<file path="src/rtl/bbst_pkg.sv">
// ============================================================================
// bbst_pkg: shared types and constants for the bounding box / sphere unit
// Formats, command codes, register indexes and the payloads passed between
// the pipeline stages.
// ============================================================================
package bbst_pkg;

  localparam int COORD_BITS   = 24;                 // Q12.12 coordinates
  localparam int COEF_BITS    = 16;                 // Q4.12 weights
  localparam int FRAC_BITS    = 12;
  localparam int NUM_AXES     = 3;
  localparam int CFG_BITS     = NUM_AXES * COEF_BITS;
  localparam int CFG_IDX_BITS = 3;
  localparam int CMD_BITS     = 2;
  localparam int RAD_BITS     = COORD_BITS - 1;

  localparam int PROD_BITS    = COORD_BITS + COEF_BITS;
  localparam int SUM_BITS     = PROD_BITS + 2;
  localparam int DIST_BITS    = COORD_BITS;
  localparam int SQ_BITS      = 2 * DIST_BITS;
  localparam int SQSUM_BITS   = SQ_BITS + 2;
  localparam int RSQ_BITS     = 2 * RAD_BITS;

  localparam int IN_FIELD_BITS  = NUM_AXES * COORD_BITS + RAD_BITS;
  localparam int IN_DATA_BITS   = ((IN_FIELD_BITS + 7) / 8) * 8;
  localparam int OUT_FIELD_BITS = 2 + 2 * NUM_AXES * COORD_BITS;
  localparam int OUT_DATA_BITS  = ((OUT_FIELD_BITS + 7) / 8) * 8;

  typedef logic signed [COORD_BITS-1:0] coord_t;
  typedef logic [CFG_BITS-1:0]          cfg_word_t;

  localparam coord_t    COORD_MAX     = coord_t'({1'b0, {(COORD_BITS-1){1'b1}}});
  localparam coord_t    COORD_MIN     = coord_t'({1'b1, {(COORD_BITS-1){1'b0}}});
  localparam cfg_word_t COEF_ONE_WORD = cfg_word_t'(1) << FRAC_BITS;

  typedef enum logic [CMD_BITS-1:0] {
    CMD_CLEAR = 2'd0,
    CMD_ADD   = 2'd1,
    CMD_TEST  = 2'd2
  } cmd_t;

  localparam logic [CFG_IDX_BITS-1:0] REG_COEF_X   = 3'd0;
  localparam logic [CFG_IDX_BITS-1:0] REG_COEF_Y   = 3'd1;
  localparam logic [CFG_IDX_BITS-1:0] REG_COEF_Z   = 3'd2;
  localparam logic [CFG_IDX_BITS-1:0] REG_OFFSET_X = 3'd3;
  localparam logic [CFG_IDX_BITS-1:0] REG_OFFSET_Y = 3'd4;
  localparam logic [CFG_IDX_BITS-1:0] REG_OFFSET_Z = 3'd5;

  // accepted command beat
  typedef struct packed {
    cmd_t                                   cmd;
    logic [NUM_AXES-1:0][COORD_BITS-1:0]    pos;
    logic [RAD_BITS-1:0]                    radius;
  } in_item_t;

  // after the weight products; prod[out_axis][in_axis]
  typedef struct packed {
    cmd_t                                          cmd;
    logic [NUM_AXES-1:0][COORD_BITS-1:0]           pos;
    logic [RAD_BITS-1:0]                           radius;
    logic [NUM_AXES-1:0][NUM_AXES-1:0][PROD_BITS-1:0] prod;
  } xf_item_t;

  // box as reported with one result
  typedef struct packed {
    logic                                empty;
    logic [NUM_AXES-1:0][COORD_BITS-1:0] low;
    logic [NUM_AXES-1:0][COORD_BITS-1:0] high;
  } box_view_t;

  // after the box stage: clamped distances for a test
  typedef struct packed {
    logic                                test_en;
    logic [NUM_AXES-1:0][DIST_BITS-1:0]  gap;
    logic [RAD_BITS-1:0]                 radius;
    box_view_t                           view;
  } bx_item_t;

  // after squaring
  typedef struct packed {
    logic                                test_en;
    logic [NUM_AXES-1:0][SQ_BITS-1:0]    sq;
    logic [RSQ_BITS-1:0]                 rsq;
    box_view_t                           view;
  } sq_item_t;

  typedef struct packed {
    logic      hit;
    box_view_t view;
  } result_t;

endpackage

</file>
<file path="src/rtl/bbst_sphere.sv">
// ============================================================================
// bbst_sphere: sphere distance stage
// Squares the clamped distances and the radius, then compares the sum
// against the squared radius into the result register.
// ============================================================================
module bbst_sphere (
  input  logic               clk,
  input  logic               rst_n,
  input  logic               bx_valid,
  output logic               bx_ready,
  input  bbst_pkg::bx_item_t bx_item,
  output logic               res_valid,
  input  logic               res_ready,
  output bbst_pkg::result_t  res
);

  logic               sq_valid_r;
  bbst_pkg::sq_item_t sq_item_r;
  bbst_pkg::sq_item_t sq_item_nxt;
  logic               res_valid_r;
  bbst_pkg::result_t  res_r;
  bbst_pkg::result_t  res_nxt;
  logic [bbst_pkg::SQSUM_BITS-1:0] sq_sum;
  logic               sq_load;
  logic               res_load;

  assign res_load = !res_valid_r || res_ready;
  assign sq_load  = !sq_valid_r || res_load;
  assign bx_ready = sq_load;

  always_comb begin
    sq_item_nxt.test_en = bx_item.test_en;
    sq_item_nxt.view    = bx_item.view;
    sq_item_nxt.rsq     = bbst_pkg::RSQ_BITS'(bx_item.radius) * bbst_pkg::RSQ_BITS'(bx_item.radius);
    for (int a = 0; a < bbst_pkg::NUM_AXES; a++) begin
      sq_item_nxt.sq[a] = bbst_pkg::SQ_BITS'(bx_item.gap[a]) * bbst_pkg::SQ_BITS'(bx_item.gap[a]);
    end
  end

  always_comb begin
    sq_sum = bbst_pkg::SQSUM_BITS'(sq_item_r.sq[0]) + bbst_pkg::SQSUM_BITS'(sq_item_r.sq[1]) +
             bbst_pkg::SQSUM_BITS'(sq_item_r.sq[2]);
    res_nxt.hit  = sq_item_r.test_en && (sq_sum < bbst_pkg::SQSUM_BITS'(sq_item_r.rsq));
    res_nxt.view = sq_item_r.view;
  end

  always_ff @(posedge clk) begin
    if (!rst_n) begin
      sq_valid_r  <= 1'b0;
      res_valid_r <= 1'b0;
    end else begin
      if (sq_load) begin
        sq_valid_r <= bx_valid;
      end
      if (res_load) begin
        res_valid_r <= sq_valid_r;
      end
    end
  end

  always_ff @(posedge clk) begin
    if (sq_load && bx_valid) begin
      sq_item_r <= sq_item_nxt;
    end
    if (res_load && sq_valid_r) begin
      res_r <= res_nxt;
    end
  end

  assign res_valid = res_valid_r;
  assign res       = res_r;

endmodule

</file>
<file path="config.mk">
export PLATFORM = sky130hd
export DESIGN_NAME = bbst_sphere
export DESIGN_NICKNAME = d
export VERILOG_FILES = /design/src/rtl/bbst_pkg.sv /design/src/rtl/bbst_sphere.sv
export SDC_FILE = /design/constraint.sdc
export NUM_CORES = 2
export LEC_CHECK = 0
export BUFFER_PORTS_ARGS = -buffer_cell sky130_fd_sc_hd__buf_4
export CORE_ASPECT_RATIO = 1.1
export CORE_UTILIZATION = 50
export CTS_CLUSTER_DIAMETER = 30
export DETAILED_ROUTE_END_ITERATION = 12
export PLACE_DENSITY = 0.67
export SYNTH_ARGS = -nofsm -noshare
export SYNTH_HDL_FRONTEND = slang
export SYNTH_SLANG_ARGS = --single-unit
</file>
<file path="constraint.sdc">
create_clock -name clk -period 25.2 [get_ports clk]
set_clock_uncertainty 0.1 [all_clocks]
set_input_delay 1.26 -clock clk [delete_from_list [all_inputs] [get_ports clk]]
set_output_delay 1.26 -clock clk [all_outputs]
set_load 0.02 [all_outputs]
</file>
# After elaboration in Yosys (flattened, before gate mapping)
# Cells that the tools add are included.
# totals
reg_bits	484
inputBits	245
out_inout_bits	148
word_cells	36
# classes
addsub	2
multipliers	4
order_cmp	1
n_reduce_logical	7
# op_table
operator	n
24-bit by 24-bit multiplier with 48-bit output	3
49-bit by 48-bit adder with 50-bit output	1
50-bit by 46-bit less-than comparator with 1-bit output	1
48-bit by 48-bit adder with 49-bit output	1
23-bit by 23-bit multiplier with 46-bit output	1
1-bit logical AND	3
1-bit logical NOT	2
1-bit logical OR	2

# Depth between registers and ports, before layout
# logic_depth
depth_word	4
depth_mapped	28
ltp_nobuf	27

# Worst setup path after synthesis
# OpenSTA, ideal clock, no wires.
# synth_path
path_kind	input -> register
from	in res_ready
to	reg sq_item_r (netlist bit res_nxt[0]), enable pin
setup_time_ns	0.737
arrival_ns	9.079
required_ns	24.363
setup_slack_ns	15.285
path_stages	3
cell_sequence	nor2b_1 > nand2_1 > and2_1
# synth_between
elab_chain_len	3
# synth_rtl
element	line_no	text
start, declared	bbst_sphere.sv:13	input logic res_ready,
1-bit logical OR	bbst_sphere.sv:27	assign res_load = !res_valid_r || res_ready;
1-bit logical OR	bbst_sphere.sv:28	assign sq_load = !sq_valid_r || res_load;
net bx_ready	bbst_sphere.sv:10	output logic bx_ready,
1-bit logical AND	bbst_sphere.sv:62	if (sq_load && bx_valid) begin
end signal, assigned	bbst_sphere.sv:63	sq_item_r <= sq_item_nxt;
end, declared	bbst_sphere.sv:18	bbst_pkg::sq_item_t sq_item_r;
# The timed path passes the listed nets, and every way through them passes these cells.
# A chain may end at the register's enable or synchronous reset.

==> results.sh <==
export IMPL_max_clock_freq_mhz=123
export IMPL_htreeDepth=3
export IMPL_fin_setup_tns_ps=0
export IMPL_worst_pin_slew_ps=1120
export IMPL_setup_slack_ps=17060
export IMPL_core_area_um2=164000
export IMPL_dr_first_iter_drc_count=2837
export IMPL_yosysUniqueCellTypes=79
export IMPL_final_max_slew_violation_count=0
export IMPL_cts_buffer_depth=3
export IMPL_num_io_pins=393
export IMPL_hold_violations=0
export IMPL_clk_pin_slew_ps=50
export IMPL_grt_start_max_net_pins=76
export IMPL_synth_ff_type="edfxtp_1"
export IMPL_final_antenna_net_count=0
export IMPL_multi_input_area_um2=58500
export IMPL_yosys_warnings=0
export IMPL_yosys_top_cells_area="fa_1 41%, edfxtp_1 17%, ha_1 12%"
export IMPL_gp_congestion=0.915
export IMPL_cp_required_ps=25510
export IMPL_fin_nets=11137
export IMPL_hp_class="reg -> reg"
export IMPL_start_util_pct=50.4
export IMPL_endpoint_kind="register"
export IMPL_crit_fanout=25
export IMPL_via_per_inst=5.12
export IMPL_overflow=0
export IMPL_post_place_ws_ps=16420
export IMPL_antenna_found_initial=1
export IMPL_post_cts_resized=0
export IMPL_die_x_um=390
export IMPL_syn_inst=8127
export IMPL_startpoint_type="input port"
export IMPL_dp_hpwl_mm=161
export IMPL_route_detailed_drc=0
export IMPL_maxCapViolations=0
export IMPL_syn_area_per_cell_um2=10.2
export IMPL_ys_ff_latch=480
export IMPL_die_h_um=428
export IMPL_synth_edf_count=478
export IMPL_reg2regPathDepth=22
export IMPL_cts_hold_buffers_added=0
export IMPL_worstHoldPathCells=0
export IMPL_setup_viol=0
export IMPL_syn_cell_area_um2=82700
export IMPL_wl_per_cell_um=18.3
export IMPL_cts_sinks=480
export IMPL_status="finished clean"
export IMPL_ys_seq_area_share_pct=17.4
export IMPL_fin_crit_sh_pct=32.3
export IMPL_cts_root_buf="clkbuf_16"
export IMPL_insertion_delay_ps=680
export IMPL_fillers=14226
export IMPL_die_area_um2=167000
export IMPL_cts_tree="built"
export IMPL_final_min_clock_period_ps=8140
export IMPL_maxSlewHeadroom_pct=24.9
export IMPL_grt_pass1_wl_mm=320
export IMPL_row_count=156
export IMPL_num_vias=54747
export IMPL_totalWireLength_mm=196
export IMPL_crit_type="in -> reg"
export IMPL_postCtsSetupBuffers=0
export IMPL_critical_path_arrival_ps=8450
export IMPL_grt_pass1_vias=60568
export IMPL_synth_top_cell_area_share_pct=41.2
export IMPL_track_usage_pct=24.4
export IMPL_drt_pre_antenna_iters=6
export IMPL_port_buffers=392
export IMPL_cts_buffers_inserted=88
export IMPL_areaGrowthSynthToFinish_pct=9.76
export IMPL_drive_above_1_share_pct=7.08
export IMPL_rsz0062_at_grt="no"
export IMPL_async_flop_share_pct=0
export IMPL_fin_util_pct=55.3
export IMPL_synth_top_cell_by_area="fa_1"
export IMPL_regArea_um2=14400
layer usage:
metal  vias to the layer above  global-route usage, %  share of wire (%)
li1                      24971                      -                  -
met1                     27873                   30.8                 40
met2                      1574                   43.4                 51
met3                       329                   2.86                5.2
met4                         0                   8.24                3.5
met5                         -                      0                  0
critical path: stages:
cell,delay (ps)
buf_4,300
nand2_1,180
fa_1,550
inv_1,50
fa_1,530
inv_1,60
fa_1,530
inv_1,50
fa_1,490
inv_1,50
fa_1,530
inv_1,50
fa_1,470
inv_1,50
fa_1,470
inv_1,40
ha_1,350
nand4_1,150
nor2_1,60
and4_1,200
a221o_1,310
a21o_1,190
o21ai_1,370
o21ai_1,240
a31oi_1,530
a211oi_1,180
xor2_1,190
synthesized netlist by cell type, types with 4 or more instances:
library cell and n:
and3_1 27, nand2b_1 39, o311ai_1 4, nand4_1 37, xnor2_1 156, a211oi_1 26, inv_1 2378, nand2_1 709
o21a_1 27, a211o_1 10, o21ai_0 92, a31oi_1 19, nor2b_1 47, a21o_1 128, fa_1 1699, o2111ai_1 7
o21ai_1 33, a221oi_1 7, or3_1 11, nand3_1 37, mux2_2 7, or2_2 12, edfxtp_1 478, a31o_2 4
nor2_1 167, a2111oi_0 6, a311oi_1 5, nor3_1 44, and2_1 441, o31ai_1 6, xor2_1 92, a21oi_1 227
and4_1 5, ha_1 797, o21bai_1 34, clkbuf_1 219, o211ai_1 17, a41oi_1 5
metrics by stage:
step | std cells | hold slack, ps | cell area (um2)
after CTS | 10683 | 300 | 90700
final | 10686 | 304 | 90700
after detailed placement | 10518 | 305 | 87600
after floorplan | 8128 | 300 | 82700
after global placement | 10518 | 301 | 87600
after global routing | 10684 | 308 | 90700
worst paths after layout:
| kind | startpoint | endpoint | slack, ps |
|---|---|---|---|
| max | bx_item[206] | sq_item_r[281]$_DFFE_PP_ | 17060 |
| min | res_nxt[53]$_DFFE_PP_ | res[53]$_DFFE_PP_ | 300 |
| min reg2reg | res_nxt[53]$_DFFE_PP_ | res[53]$_DFFE_PP_ | 300 |
| max reg2reg | sq_item_r[194]$_DFFE_PP_ | res[145]$_DFFE_PP_ | 18460 |
kinds of logic (layout without fill, tap and decap cells):
logic type               after synthesis  in the layout  share of synthesized area (%)
multiplexers                          10             10                          0.132
AND/OR/NAND/NOR                     1592           1592                           9.32
AO/OA/AOI/OAI                        701            701                           5.48
buffers and inverters               2598           2941                           11.8
adder cells (fa/ha/maj)             2496           2496                           53.2
other                                  2              6                        0.00909
XOR/XNOR                             248            248                           2.63
flip-flops                           480            480                           17.4
cells in the final DEF, fill, tap and decap left out, drive strengths merged, types with 39 or more instances in the layout:
master / synthesis / layout
a21o: 128 / 128
a21oi: 228 / 228
and2: 441 / 441
buf: 1 / 398
clkbuf: 219 / 90
edfxtp: 478 / 478
fa: 1699 / 1699
ha: 797 / 797
inv: 2378 / 2408
nand2: 709 / 709
nand2b: 39 / 39
nor2: 167 / 167
nor2b: 47 / 47
nor3: 44 / 44
o21ai: 127 / 127
xnor2: 156 / 156
xor2: 92 / 92
cell type report:
type                       count  area share (%)
multi-input combinational   5050            64.5
sequential                   480            15.9
inverter                    2378            9.84
timing repair buffer         398            3.29
tap                         2212            3.05
clock buffer                  90            2.45
clock inverter                75           0.988
antenna                        3         0.00828
state kept, by name, indices dropped and copies added (netlist names):
| name | count |
|---|---|
| res_valid | 1 |
| sq_item_r | 187 |
| res | 146 |
| sq_valid_r | 1 |
| res_nxt | 145 |
Power is not shown: default switching activity piles up to over one toggle a cycle in this logic, so the estimate is an artifact.
