### src/rtl/bbst_pkg.sv
// ============================================================================
// bbst_pkg: shared types and constants for the bounding box / sphere unit
// Formats, command codes, register indexes and the payloads passed between
// the pipeline stages.
// ============================================================================
package bbst_pkg;

  localparam int COORD_BITS   = 24;                 // Q12.12 coordinates
  localparam int COEF_BITS    = 16;                 // Q4.12 weights
  localparam int FRAC_BITS    = 12;
  localparam int NUM_AXES     = 3;
  localparam int CFG_BITS     = NUM_AXES * COEF_BITS;
  localparam int CFG_IDX_BITS = 3;
  localparam int CMD_BITS     = 2;
  localparam int RAD_BITS     = COORD_BITS - 1;

  localparam int PROD_BITS    = COORD_BITS + COEF_BITS;
  localparam int SUM_BITS     = PROD_BITS + 2;
  localparam int DIST_BITS    = COORD_BITS;
  localparam int SQ_BITS      = 2 * DIST_BITS;
  localparam int SQSUM_BITS   = SQ_BITS + 2;
  localparam int RSQ_BITS     = 2 * RAD_BITS;

  localparam int IN_FIELD_BITS  = NUM_AXES * COORD_BITS + RAD_BITS;
  localparam int IN_DATA_BITS   = ((IN_FIELD_BITS + 7) / 8) * 8;
  localparam int OUT_FIELD_BITS = 2 + 2 * NUM_AXES * COORD_BITS;
  localparam int OUT_DATA_BITS  = ((OUT_FIELD_BITS + 7) / 8) * 8;

  typedef logic signed [COORD_BITS-1:0] coord_t;
  typedef logic [CFG_BITS-1:0]          cfg_word_t;

  localparam coord_t    COORD_MAX     = coord_t'({1'b0, {(COORD_BITS-1){1'b1}}});
  localparam coord_t    COORD_MIN     = coord_t'({1'b1, {(COORD_BITS-1){1'b0}}});
  localparam cfg_word_t COEF_ONE_WORD = cfg_word_t'(1) << FRAC_BITS;

  typedef enum logic [CMD_BITS-1:0] {
    CMD_CLEAR = 2'd0,
    CMD_ADD   = 2'd1,
    CMD_TEST  = 2'd2
  } cmd_t;

  localparam logic [CFG_IDX_BITS-1:0] REG_COEF_X   = 3'd0;
  localparam logic [CFG_IDX_BITS-1:0] REG_COEF_Y   = 3'd1;
  localparam logic [CFG_IDX_BITS-1:0] REG_COEF_Z   = 3'd2;
  localparam logic [CFG_IDX_BITS-1:0] REG_OFFSET_X = 3'd3;
  localparam logic [CFG_IDX_BITS-1:0] REG_OFFSET_Y = 3'd4;
  localparam logic [CFG_IDX_BITS-1:0] REG_OFFSET_Z = 3'd5;

  // accepted command beat
  typedef struct packed {
    cmd_t                                   cmd;
    logic [NUM_AXES-1:0][COORD_BITS-1:0]    pos;
    logic [RAD_BITS-1:0]                    radius;
  } in_item_t;

  // after the weight products; prod[out_axis][in_axis]
  typedef struct packed {
    cmd_t                                          cmd;
    logic [NUM_AXES-1:0][COORD_BITS-1:0]           pos;
    logic [RAD_BITS-1:0]                           radius;
    logic [NUM_AXES-1:0][NUM_AXES-1:0][PROD_BITS-1:0] prod;
  } xf_item_t;

  // box as reported with one result
  typedef struct packed {
    logic                                empty;
    logic [NUM_AXES-1:0][COORD_BITS-1:0] low;
    logic [NUM_AXES-1:0][COORD_BITS-1:0] high;
  } box_view_t;

  // after the box stage: clamped distances for a test
  typedef struct packed {
    logic                                test_en;
    logic [NUM_AXES-1:0][DIST_BITS-1:0]  gap;
    logic [RAD_BITS-1:0]                 radius;
    box_view_t                           view;
  } bx_item_t;

  // after squaring
  typedef struct packed {
    logic                                test_en;
    logic [NUM_AXES-1:0][SQ_BITS-1:0]    sq;
    logic [RSQ_BITS-1:0]                 rsq;
    box_view_t                           view;
  } sq_item_t;

  typedef struct packed {
    logic      hit;
    box_view_t view;
  } result_t;

endpackage

### src/rtl/bbst_box.sv
// ============================================================================
// bbst_box: box state stage
// Finishes the transform (offset, rounding, saturation), keeps the running
// box and clamps sphere centers into it.
// ============================================================================
module bbst_box (
  input  logic                                                   clk,
  input  logic                                                   rst_n,
  input  logic                                                   xf_valid,
  output logic                                                   xf_ready,
  input  bbst_pkg::xf_item_t                                     xf_item,
  input  logic [bbst_pkg::NUM_AXES-1:0][bbst_pkg::COORD_BITS-1:0] offset,
  output logic                                                   bx_valid,
  input  logic                                                   bx_ready,
  output bbst_pkg::bx_item_t                                     bx_item
);

  localparam int SB = bbst_pkg::SUM_BITS;
  localparam int CB = bbst_pkg::COORD_BITS;
  localparam logic signed [SB-1:0] HALF = SB'(1) << (bbst_pkg::FRAC_BITS - 1);

  bbst_pkg::coord_t   box_low_r  [bbst_pkg::NUM_AXES];
  bbst_pkg::coord_t   box_high_r [bbst_pkg::NUM_AXES];
  logic               box_empty_r;
  bbst_pkg::coord_t   box_low_nxt  [bbst_pkg::NUM_AXES];
  bbst_pkg::coord_t   box_high_nxt [bbst_pkg::NUM_AXES];
  logic               box_empty_nxt;

  bbst_pkg::coord_t   vert [bbst_pkg::NUM_AXES];
  logic signed [SB-1:0] acc  [bbst_pkg::NUM_AXES];
  logic signed [SB-1:0] scl  [bbst_pkg::NUM_AXES];
  logic signed [SB-1:0] off_ext [bbst_pkg::NUM_AXES];

  bbst_pkg::coord_t   ctr  [bbst_pkg::NUM_AXES];
  bbst_pkg::coord_t   clmp [bbst_pkg::NUM_AXES];
  logic signed [CB:0] diff [bbst_pkg::NUM_AXES];
  logic [CB:0]        mag  [bbst_pkg::NUM_AXES];

  logic               bx_valid_r;
  bbst_pkg::bx_item_t bx_item_r;
  bbst_pkg::bx_item_t bx_item_nxt;
  logic               load;
  logic               step;

  assign load     = !bx_valid_r || bx_ready;
  assign xf_ready = load;
  assign step     = xf_valid && load;

  // transform: sum products and offset, round half up, saturate
  always_comb begin
    for (int o = 0; o < bbst_pkg::NUM_AXES; o++) begin
      off_ext[o] = $signed(offset[o]);
      acc[o] = $signed(xf_item.prod[o][0]) + $signed(xf_item.prod[o][1]) +
               $signed(xf_item.prod[o][2]) + (off_ext[o] <<< bbst_pkg::FRAC_BITS) + HALF;
      scl[o] = acc[o] >>> bbst_pkg::FRAC_BITS;
      if (scl[o][SB-1:CB-1] == '0 || scl[o][SB-1:CB-1] == '1) begin
        vert[o] = scl[o][CB-1:0];
      end else if (scl[o][SB-1]) begin
        vert[o] = bbst_pkg::COORD_MIN;
      end else begin
        vert[o] = bbst_pkg::COORD_MAX;
      end
    end
  end

  // box update
  always_comb begin
    box_empty_nxt = box_empty_r;
    for (int a = 0; a < bbst_pkg::NUM_AXES; a++) begin
      box_low_nxt[a]  = box_low_r[a];
      box_high_nxt[a] = box_high_r[a];
    end
    case (xf_item.cmd)
      bbst_pkg::CMD_CLEAR: begin
        box_empty_nxt = 1'b1;
        for (int a = 0; a < bbst_pkg::NUM_AXES; a++) begin
          box_low_nxt[a]  = bbst_pkg::COORD_MAX;
          box_high_nxt[a] = bbst_pkg::COORD_MIN;
        end
      end
      bbst_pkg::CMD_ADD: begin
        box_empty_nxt = 1'b0;
        for (int a = 0; a < bbst_pkg::NUM_AXES; a++) begin
          if (box_empty_r || vert[a] < box_low_r[a]) begin
            box_low_nxt[a] = vert[a];
          end
          if (box_empty_r || vert[a] > box_high_r[a]) begin
            box_high_nxt[a] = vert[a];
          end
        end
      end
      default: begin
      end
    endcase
  end

  // clamp the center into the box and take the distance per axis
  always_comb begin
    for (int a = 0; a < bbst_pkg::NUM_AXES; a++) begin
      ctr[a] = $signed(xf_item.pos[a]);
      clmp[a] = ctr[a];
      if (ctr[a] < box_low_r[a]) begin
        clmp[a] = box_low_r[a];
      end
      if (clmp[a] > box_high_r[a]) begin
        clmp[a] = box_high_r[a];
      end
      diff[a] = $signed({ctr[a][CB-1], ctr[a]}) - $signed({clmp[a][CB-1], clmp[a]});
      mag[a]  = diff[a][CB] ? (CB+1)'(-diff[a]) : diff[a];
    end
  end

  always_comb begin
    bx_item_nxt.test_en    = (xf_item.cmd == bbst_pkg::CMD_TEST) && !box_empty_r;
    bx_item_nxt.radius     = xf_item.radius;
    bx_item_nxt.view.empty = box_empty_nxt;
    for (int a = 0; a < bbst_pkg::NUM_AXES; a++) begin
      bx_item_nxt.gap[a]       = mag[a][bbst_pkg::DIST_BITS-1:0];
      bx_item_nxt.view.low[a]  = box_low_nxt[a];
      bx_item_nxt.view.high[a] = box_high_nxt[a];
    end
  end

  always_ff @(posedge clk) begin
    if (!rst_n) begin
      box_empty_r <= 1'b1;
      for (int a = 0; a < bbst_pkg::NUM_AXES; a++) begin
        box_low_r[a]  <= bbst_pkg::COORD_MAX;
        box_high_r[a] <= bbst_pkg::COORD_MIN;
      end
    end else if (step) begin
      box_empty_r <= box_empty_nxt;
      for (int a = 0; a < bbst_pkg::NUM_AXES; a++) begin
        box_low_r[a]  <= box_low_nxt[a];
        box_high_r[a] <= box_high_nxt[a];
      end
    end
  end

  always_ff @(posedge clk) begin
    if (!rst_n) begin
      bx_valid_r <= 1'b0;
    end else if (load) begin
      bx_valid_r <= xf_valid;
    end
  end

  always_ff @(posedge clk) begin
    if (step) begin
      bx_item_r <= bx_item_nxt;
    end
  end

  assign bx_valid = bx_valid_r;
  assign bx_item  = bx_item_r;

  // an empty box always holds the cleared bounds
  a_empty_bounds: assert property (@(posedge clk) disable iff (!rst_n)
    box_empty_r |-> (box_low_r[0] == bbst_pkg::COORD_MAX && box_low_r[1] == bbst_pkg::COORD_MAX &&
                     box_low_r[2] == bbst_pkg::COORD_MAX && box_high_r[0] == bbst_pkg::COORD_MIN &&
                     box_high_r[1] == bbst_pkg::COORD_MIN && box_high_r[2] == bbst_pkg::COORD_MIN))
    else $error("empty box with stale bounds");

  // a box with vertices never has crossed bounds
  a_ordered: assert property (@(posedge clk) disable iff (!rst_n)
    !box_empty_r |-> (box_low_r[0] <= box_high_r[0] && box_low_r[1] <= box_high_r[1] &&
                      box_low_r[2] <= box_high_r[2]))
    else $error("box minimum above maximum");

  // a live test beat always carries a nonempty box
  a_test_box: assert property (@(posedge clk) disable iff (!rst_n)
    (bx_valid_r && bx_item_r.test_en) |-> !bx_item_r.view.empty)
    else $error("sphere test enabled on an empty box");

endmodule

### config.mk
export PLATFORM = sky130hd
export DESIGN_NAME = bbst_box
export DESIGN_NICKNAME = d
export VERILOG_FILES = /design/src/rtl/bbst_pkg.sv /design/src/rtl/bbst_box.sv
export SDC_FILE = /design/constraint.sdc
export NUM_CORES = 2
export LEC_CHECK = 0
export ABC_AREA = 1
export ABC_CLOCK_PERIOD_IN_PS = 17700
export BUFFER_PORTS_ARGS = -buffer_cell sky130_fd_sc_hd__buf_2
export CAP_MARGIN = 40
export CORE_AREA = 8 8 297 299
export CTS_CLUSTER_DIAMETER = 60
export DETAILED_ROUTE_END_ITERATION = 10
export DIE_AREA = 0 0 305 307
export PLACE_DENSITY = 0.78
export SYNTH_ARGS = -nofsm -noshare
export SYNTH_HDL_FRONTEND = slang
export SYNTH_SLANG_ARGS = --single-unit
export TNS_END_PERCENT = 50
### constraint.sdc
create_clock -name clk -period 17.7 [get_ports clk]
set_clock_uncertainty 0.15 [all_clocks]
set_input_delay 0.885 -clock clk [delete_from_list [all_inputs] [get_ports clk]]
set_output_delay 0.885 -clock clk [all_outputs]
set_load 0.01 [all_outputs]
Yosys cells after proc, flatten, opt, wreduce, memory -nomap -nowiden. Memories as Yosys holds them, arrays and structs flattened. Cells that the tools add are included.

Bits in latches: 0. Memories kept: 2. RAM bits: 144. ROM bits: 0. Flip-flop bits (word level): 243. Logic and storage cells: 109.

Memory list: box_high_r (words 3, bits a word 24, rd ports 3, clocked after Yosys merged registers in 0, wr ports 3, RTL line bbst_box.sv:23) `bbst_pkg::coord_t box_high_r [bbst_pkg::NUM_AXES];`; box_low_r (words 3, bits a word 24, rd ports 3, clocked after Yosys merged registers in 0, wr ports 3, RTL line bbst_box.sv:22) `bbst_pkg::coord_t box_low_r [bbst_pkg::NUM_AXES];`.

Multiplexer cells: 34. Shift-type cells: 0. Equality and inequality tests: 5. Magnitude comparators: 12. Multipliers: 0. Add/subtract/negate cells: 18. Reduce and logical (&&, ||, !) cells: 18. Div/mod/pow operators: 0. Bitwise gates (word level): 6.

Operators by type and width (number): 2-to-1 mux 24 bit (27); one-hot mux 72 bit (2 select lines) (2); > comparator 24 bit (6); less-than comparator 24 bit (6); adder 41 x 40 -> 42 bit (3); adder 42 x 13 -> 42 bit (second input constant) (3); adder 42 x 36 -> 42 bit (3); adder 40 x 40 -> 41 bit (3); subtractor 24 x 24 -> 25 bit (3); negator 24 bit (3); == test 19 bit (second input constant) (3); zero test 19 bit (3); logical OR 1 bit (10); OR 1 bit (6); 2-to-1 mux 1 bit (4); == test 2 x 1 -> 1 bit (second input constant) (1); == test 2 bit (second input constant) (1); logical AND 1 bit (2); zero test 1 bit (2); zero test 2 bit (1); one-hot mux 1 bit (2 select lines) (1).

Logic depth before layout (Yosys ltp).
Depth in word-level cells: 12. Mapped depth: 55. Gate-level depth less buffers: 52.

Worst setup path after synthesis. OpenSTA, ideal clock, no wires.

Kind: input to register. From: in xf_item[432] (netlist name). To: reg bx_item_r, in the netlist bx_item[234] (data pin). Arrival: 7.395 ns. Slack: 9.890 ns. Setup time: 0.265 ns. Stages on the path: 48. Buffers on the path: 3. Cells stage by stage: ha_1 a21boi_0 o211ai_1 nand2_1 a21o_1 a21oi_1 o21ai_0 nand4_1 o211ai_1 a41oi_1 xor2_1 clkbuf_1 clkbuf_1 nand2_1 o21ai_0 ha_1 a21oi_1 o21ai_0 [... 12 more ...] o21ai_1 a21oi_1 o21ai_2 a21boi_1 o21ai_0 nand2_1 nand2_1 nand2_1 nand2_1 a21boi_1 or3_1 nand2_1 nand2_1 nand2_2 inv_2 o21ai_1 nor2_1 xor2_1.

RTL lines: start: declaration (RTL line bbst_box.sv:11) `input bbst_pkg::xf_item_t xf_item,`; end signal: assignment (RTL line bbst_box.sv:150) `bx_item_r <= bx_item_nxt;`; end: declaration (RTL line bbst_box.sv:40) `bbst_pkg::bx_item_t bx_item_r;`.

==> impl_metrics.json <==
{
  "die_x_um": 305,
  "synthCells": 6067,
  "p_leak_uw": 0.0273,
  "cts_buffer_depth": 3,
  "core_area_sq_um": 83200,
  "die_h_um": 307,
  "num_io_pins": 776,
  "ir_drop_mv": 0.0983,
  "drtIter0Drc": 4085,
  "rr_worst_depth": 45,
  "max_stage_delay_ns": 0.43,
  "place_ws_ns": 8.52,
  "drc_errors": 0,
  "synth-edff-count": 385,
  "cp_common_cell": "nand2_1",
  "worst_setup_path_start_kind": "flip-flop",
  "firstDrtPassIters": 6,
  "post_cts_resized": 0,
  "antenna_found_initial": 10,
  "postLayoutSetupSlackWorst_ns": 9.02,
  "arrival_ns": 8.83,
  "powerDensity_nw_per_um2": 152,
  "hold_violations": 0,
  "rrSetupSlack_ns": 9.02,
  "multi_input_area_sq_um": 27500,
  "finalCriticalPeriod_ns": 8.68,
  "yosysSeqAreaShare_pct": 26.1,
  "tightest_slew_ns": 0.995,
  "avgSynthCellArea_sq_um": 7.34,
  "muxShareOfSynthArea_pct": 0,
  "grt_max_degree": 137,
  "outcome": "completed",
  "tns_ns": 0,
  "track_usage_pct": 30.2,
  "ys_ff_latch": 387,
  "synthAdderAreaFrac_pct": 23.5,
  "synthFlopType": "edfxtp_1",
  "worstHoldPathType": "input port to flip-flop",
  "grt_pass1_vias": 41400,
  "cts_hold_buf": 0,
  "synth_top_family_by_area": "simple AND/OR/NAND/NOR gates",
  "synth.cell_area_sq_um": 44500,
  "max-cap-violations": 0,
  "dieArea_sq_um": 93600,
  "hpwl_mm": 125,
  "finalCritPeriodShare_pct": 49.0,
  "synth_fp_nets": 7311,
  "root_buffer": "clkbuf_16",
  "seq_area_sq_um": 11600,
  "ant_nets": 0,
  "vias": 42500,
  "required_ns": 17.85,
  "layout.nets": 8021,
  "fillCellCount": 7661,
  "wirelength_mm": 147,
  "initial_core_util_pct": 53.5,
  "slew_viol_final": 0,
  "critical_path.max_fanout": 48,
  "syn_to_final_growth_pct": 14.1,
  "async_flop_share_pct": 0,
  "drive_gt1_share_pct": 14.1,
  "cts_tree": "built",
  "ys_types": 62,
  "fmax_mhz": 115,
  "io_buffer_count": 775,
  "clock_latency_ns": 0.56,
  "overflow": 0,
  "synth-simple-area-share_pct": 23.5,
  "worstSetupPathType": "flip-flop to flip-flop",
  "path_clk_slew_ns": 0.06,
  "vias_per_cell": 5.39,
  "grt_setup_unrepaired": "no",
  "synth-compound-area-share_pct": 10.6,
  "grt_pass1_wl_mm": 227,
  "finalSetupViolCount": 0,
  "post-route-util_pct": 61.1,
  "synthXorXnorAreaFrac_pct": 4.07,
  "yosys_warnings": 0,
  "postCtsSetupBuffers": 0,
  "gp_congestion": 0.993,
  "total_power_uw": 7730,
  "slew_headroom_pct": 33.7,
  "wl_per_cell_um": 18.7,
  "cts_inserted_buffers": 40,
  "slowest_stage": "clkinv_1",
  "rows": 106,
  "min_path_cells": 1,
  "endpoint_kind": "flip-flop",
  "htreeDepth": 2,
  "clock_sinks": 387
}
## synthesized netlist by cell type (all sizes together), types with 4 or more instances
cell     instances  area share (%)
a2111oi          4           0.079
o211ai          81             1.4
nand3b          11            0.19
a21o            11            0.19
a31oi           39            0.55
clkbuf          97            0.82
edfxtp         385              26
ha             504              14
a221oi           4           0.079
o21ai          199             2.2
a21oi          391             4.4
or2              4           0.056
nor2           313             2.8
a21boi           7            0.12
and3             4           0.056
fa             207             9.3
buf             32            0.43
and2             4           0.056
a211oi          16            0.27
o221ai          14            0.28
clkinv           8           0.067
nand4          134             1.9
o21bai          33            0.56
nand2         1744              15
o21a             9            0.15
nor4             9            0.19
nor3            45            0.55
xnor2           85             1.7
inv           1303              11
xor2           122             2.4
nand3          221             2.7
## worst max-delay path, delay by kind of cell, from the launching register on
kind                     cells  cell delay [ns]
AO/OA/AOI/OAI               17             2.77
AND/OR/NAND/NOR             15             2.08
adder cells (fa/ha/maj)      4             1.30
buffers and inverters        6             1.26
XOR/XNOR                     3             0.49
flip-flops                   1             0.38
## metrics by stage
step                instance area [sq um]  hold WS (ns)  std cells
finish                              50800         0.356       7895
global route                        50800         0.342       7894
CTS                                 50800         0.325       7887
detailed placement                  49500         0.358       7815
global placement                    49400         0.351       7808
floorplan                           44500         0.332       6067
## kinds of logic (layout without fill, tap and decap cells)
logic type,after synthesis,in the layout
fa+ha+maj,711,711
buf+inv,1440,2180
compound gates,823,823
simple gates,2499,2499
xor+xnor,207,207
other cells,0,8
flops,387,387
## final timing paths
kind                                        from            to
worst max-delay path            box_low_r[0][49]  bx_item[232]
worst min register to register          bx_valid      bx_valid
worst min-delay path                xf_item[380]  bx_item[165]
worst max register to register  box_low_r[0][49]  bx_item[232]
## layout by cell type (no fill, tap or decap), types with 9 or more instances in the layout
cell       instances
xor2_1           119
o211ai_1          81
o21ai_0          188
xnor2_1           85
clkbuf_16         40
buf_2            775
o221ai_1          14
nor3_1            41
a31oi_1           39
o21a_1             9
a21o_1            11
nand3_1          205
nor2_1           294
o21ai_1           10
a21oi_1          388
edfxtp_1         385
o21bai_1          33
a211oi_1          16
nand2_2           21
inv_1           1280
nand3b_1          11
nor2_2            15
buf_4             15
inv_2             22
nand2_1         1720
ha_1             504
nand3_2           13
fa_1             207
nand4_1          134
clkinv_1          14
## registers in the layout, summed over array words and instances (netlist names)
register and count:
box_empty_r 1, box_low_r 72, bx_item 241, box_high_r 72, bx_valid 1
## power breakdown
group	total [uW]	leakage (uW)	switching (uW)	internal, uW
logic	5440	0.0231	3530	1900
clock network	846	0.000621	380	466
registers	1450	0.00364	78.2	1380
## routing by layer
metal  GRT usage [%]  routed length [um]  part of all wire, %
met3            5.09               12800                  8.7
met5               0                   7               0.0047
met4            11.7                6340                  4.3
met1            41.8               63900                   43
met2            47.1               64300                   44
## layout make-up
| cell class | instances | share of cell area [%] |
|---|---|---|
| tap | 1080 | 2.66 |
| inverter | 1311 | 9.70 |
| timing repair buffer | 797 | 8.15 |
| clock inverter | 28 | 0.537 |
| multi-input combinational | 4240 | 54.1 |
| antenna | 8 | 0.0394 |
| sequential | 387 | 22.8 |
| clock buffer | 44 | 2.00 |
Note: power is estimated with default switching activity, not from simulation.
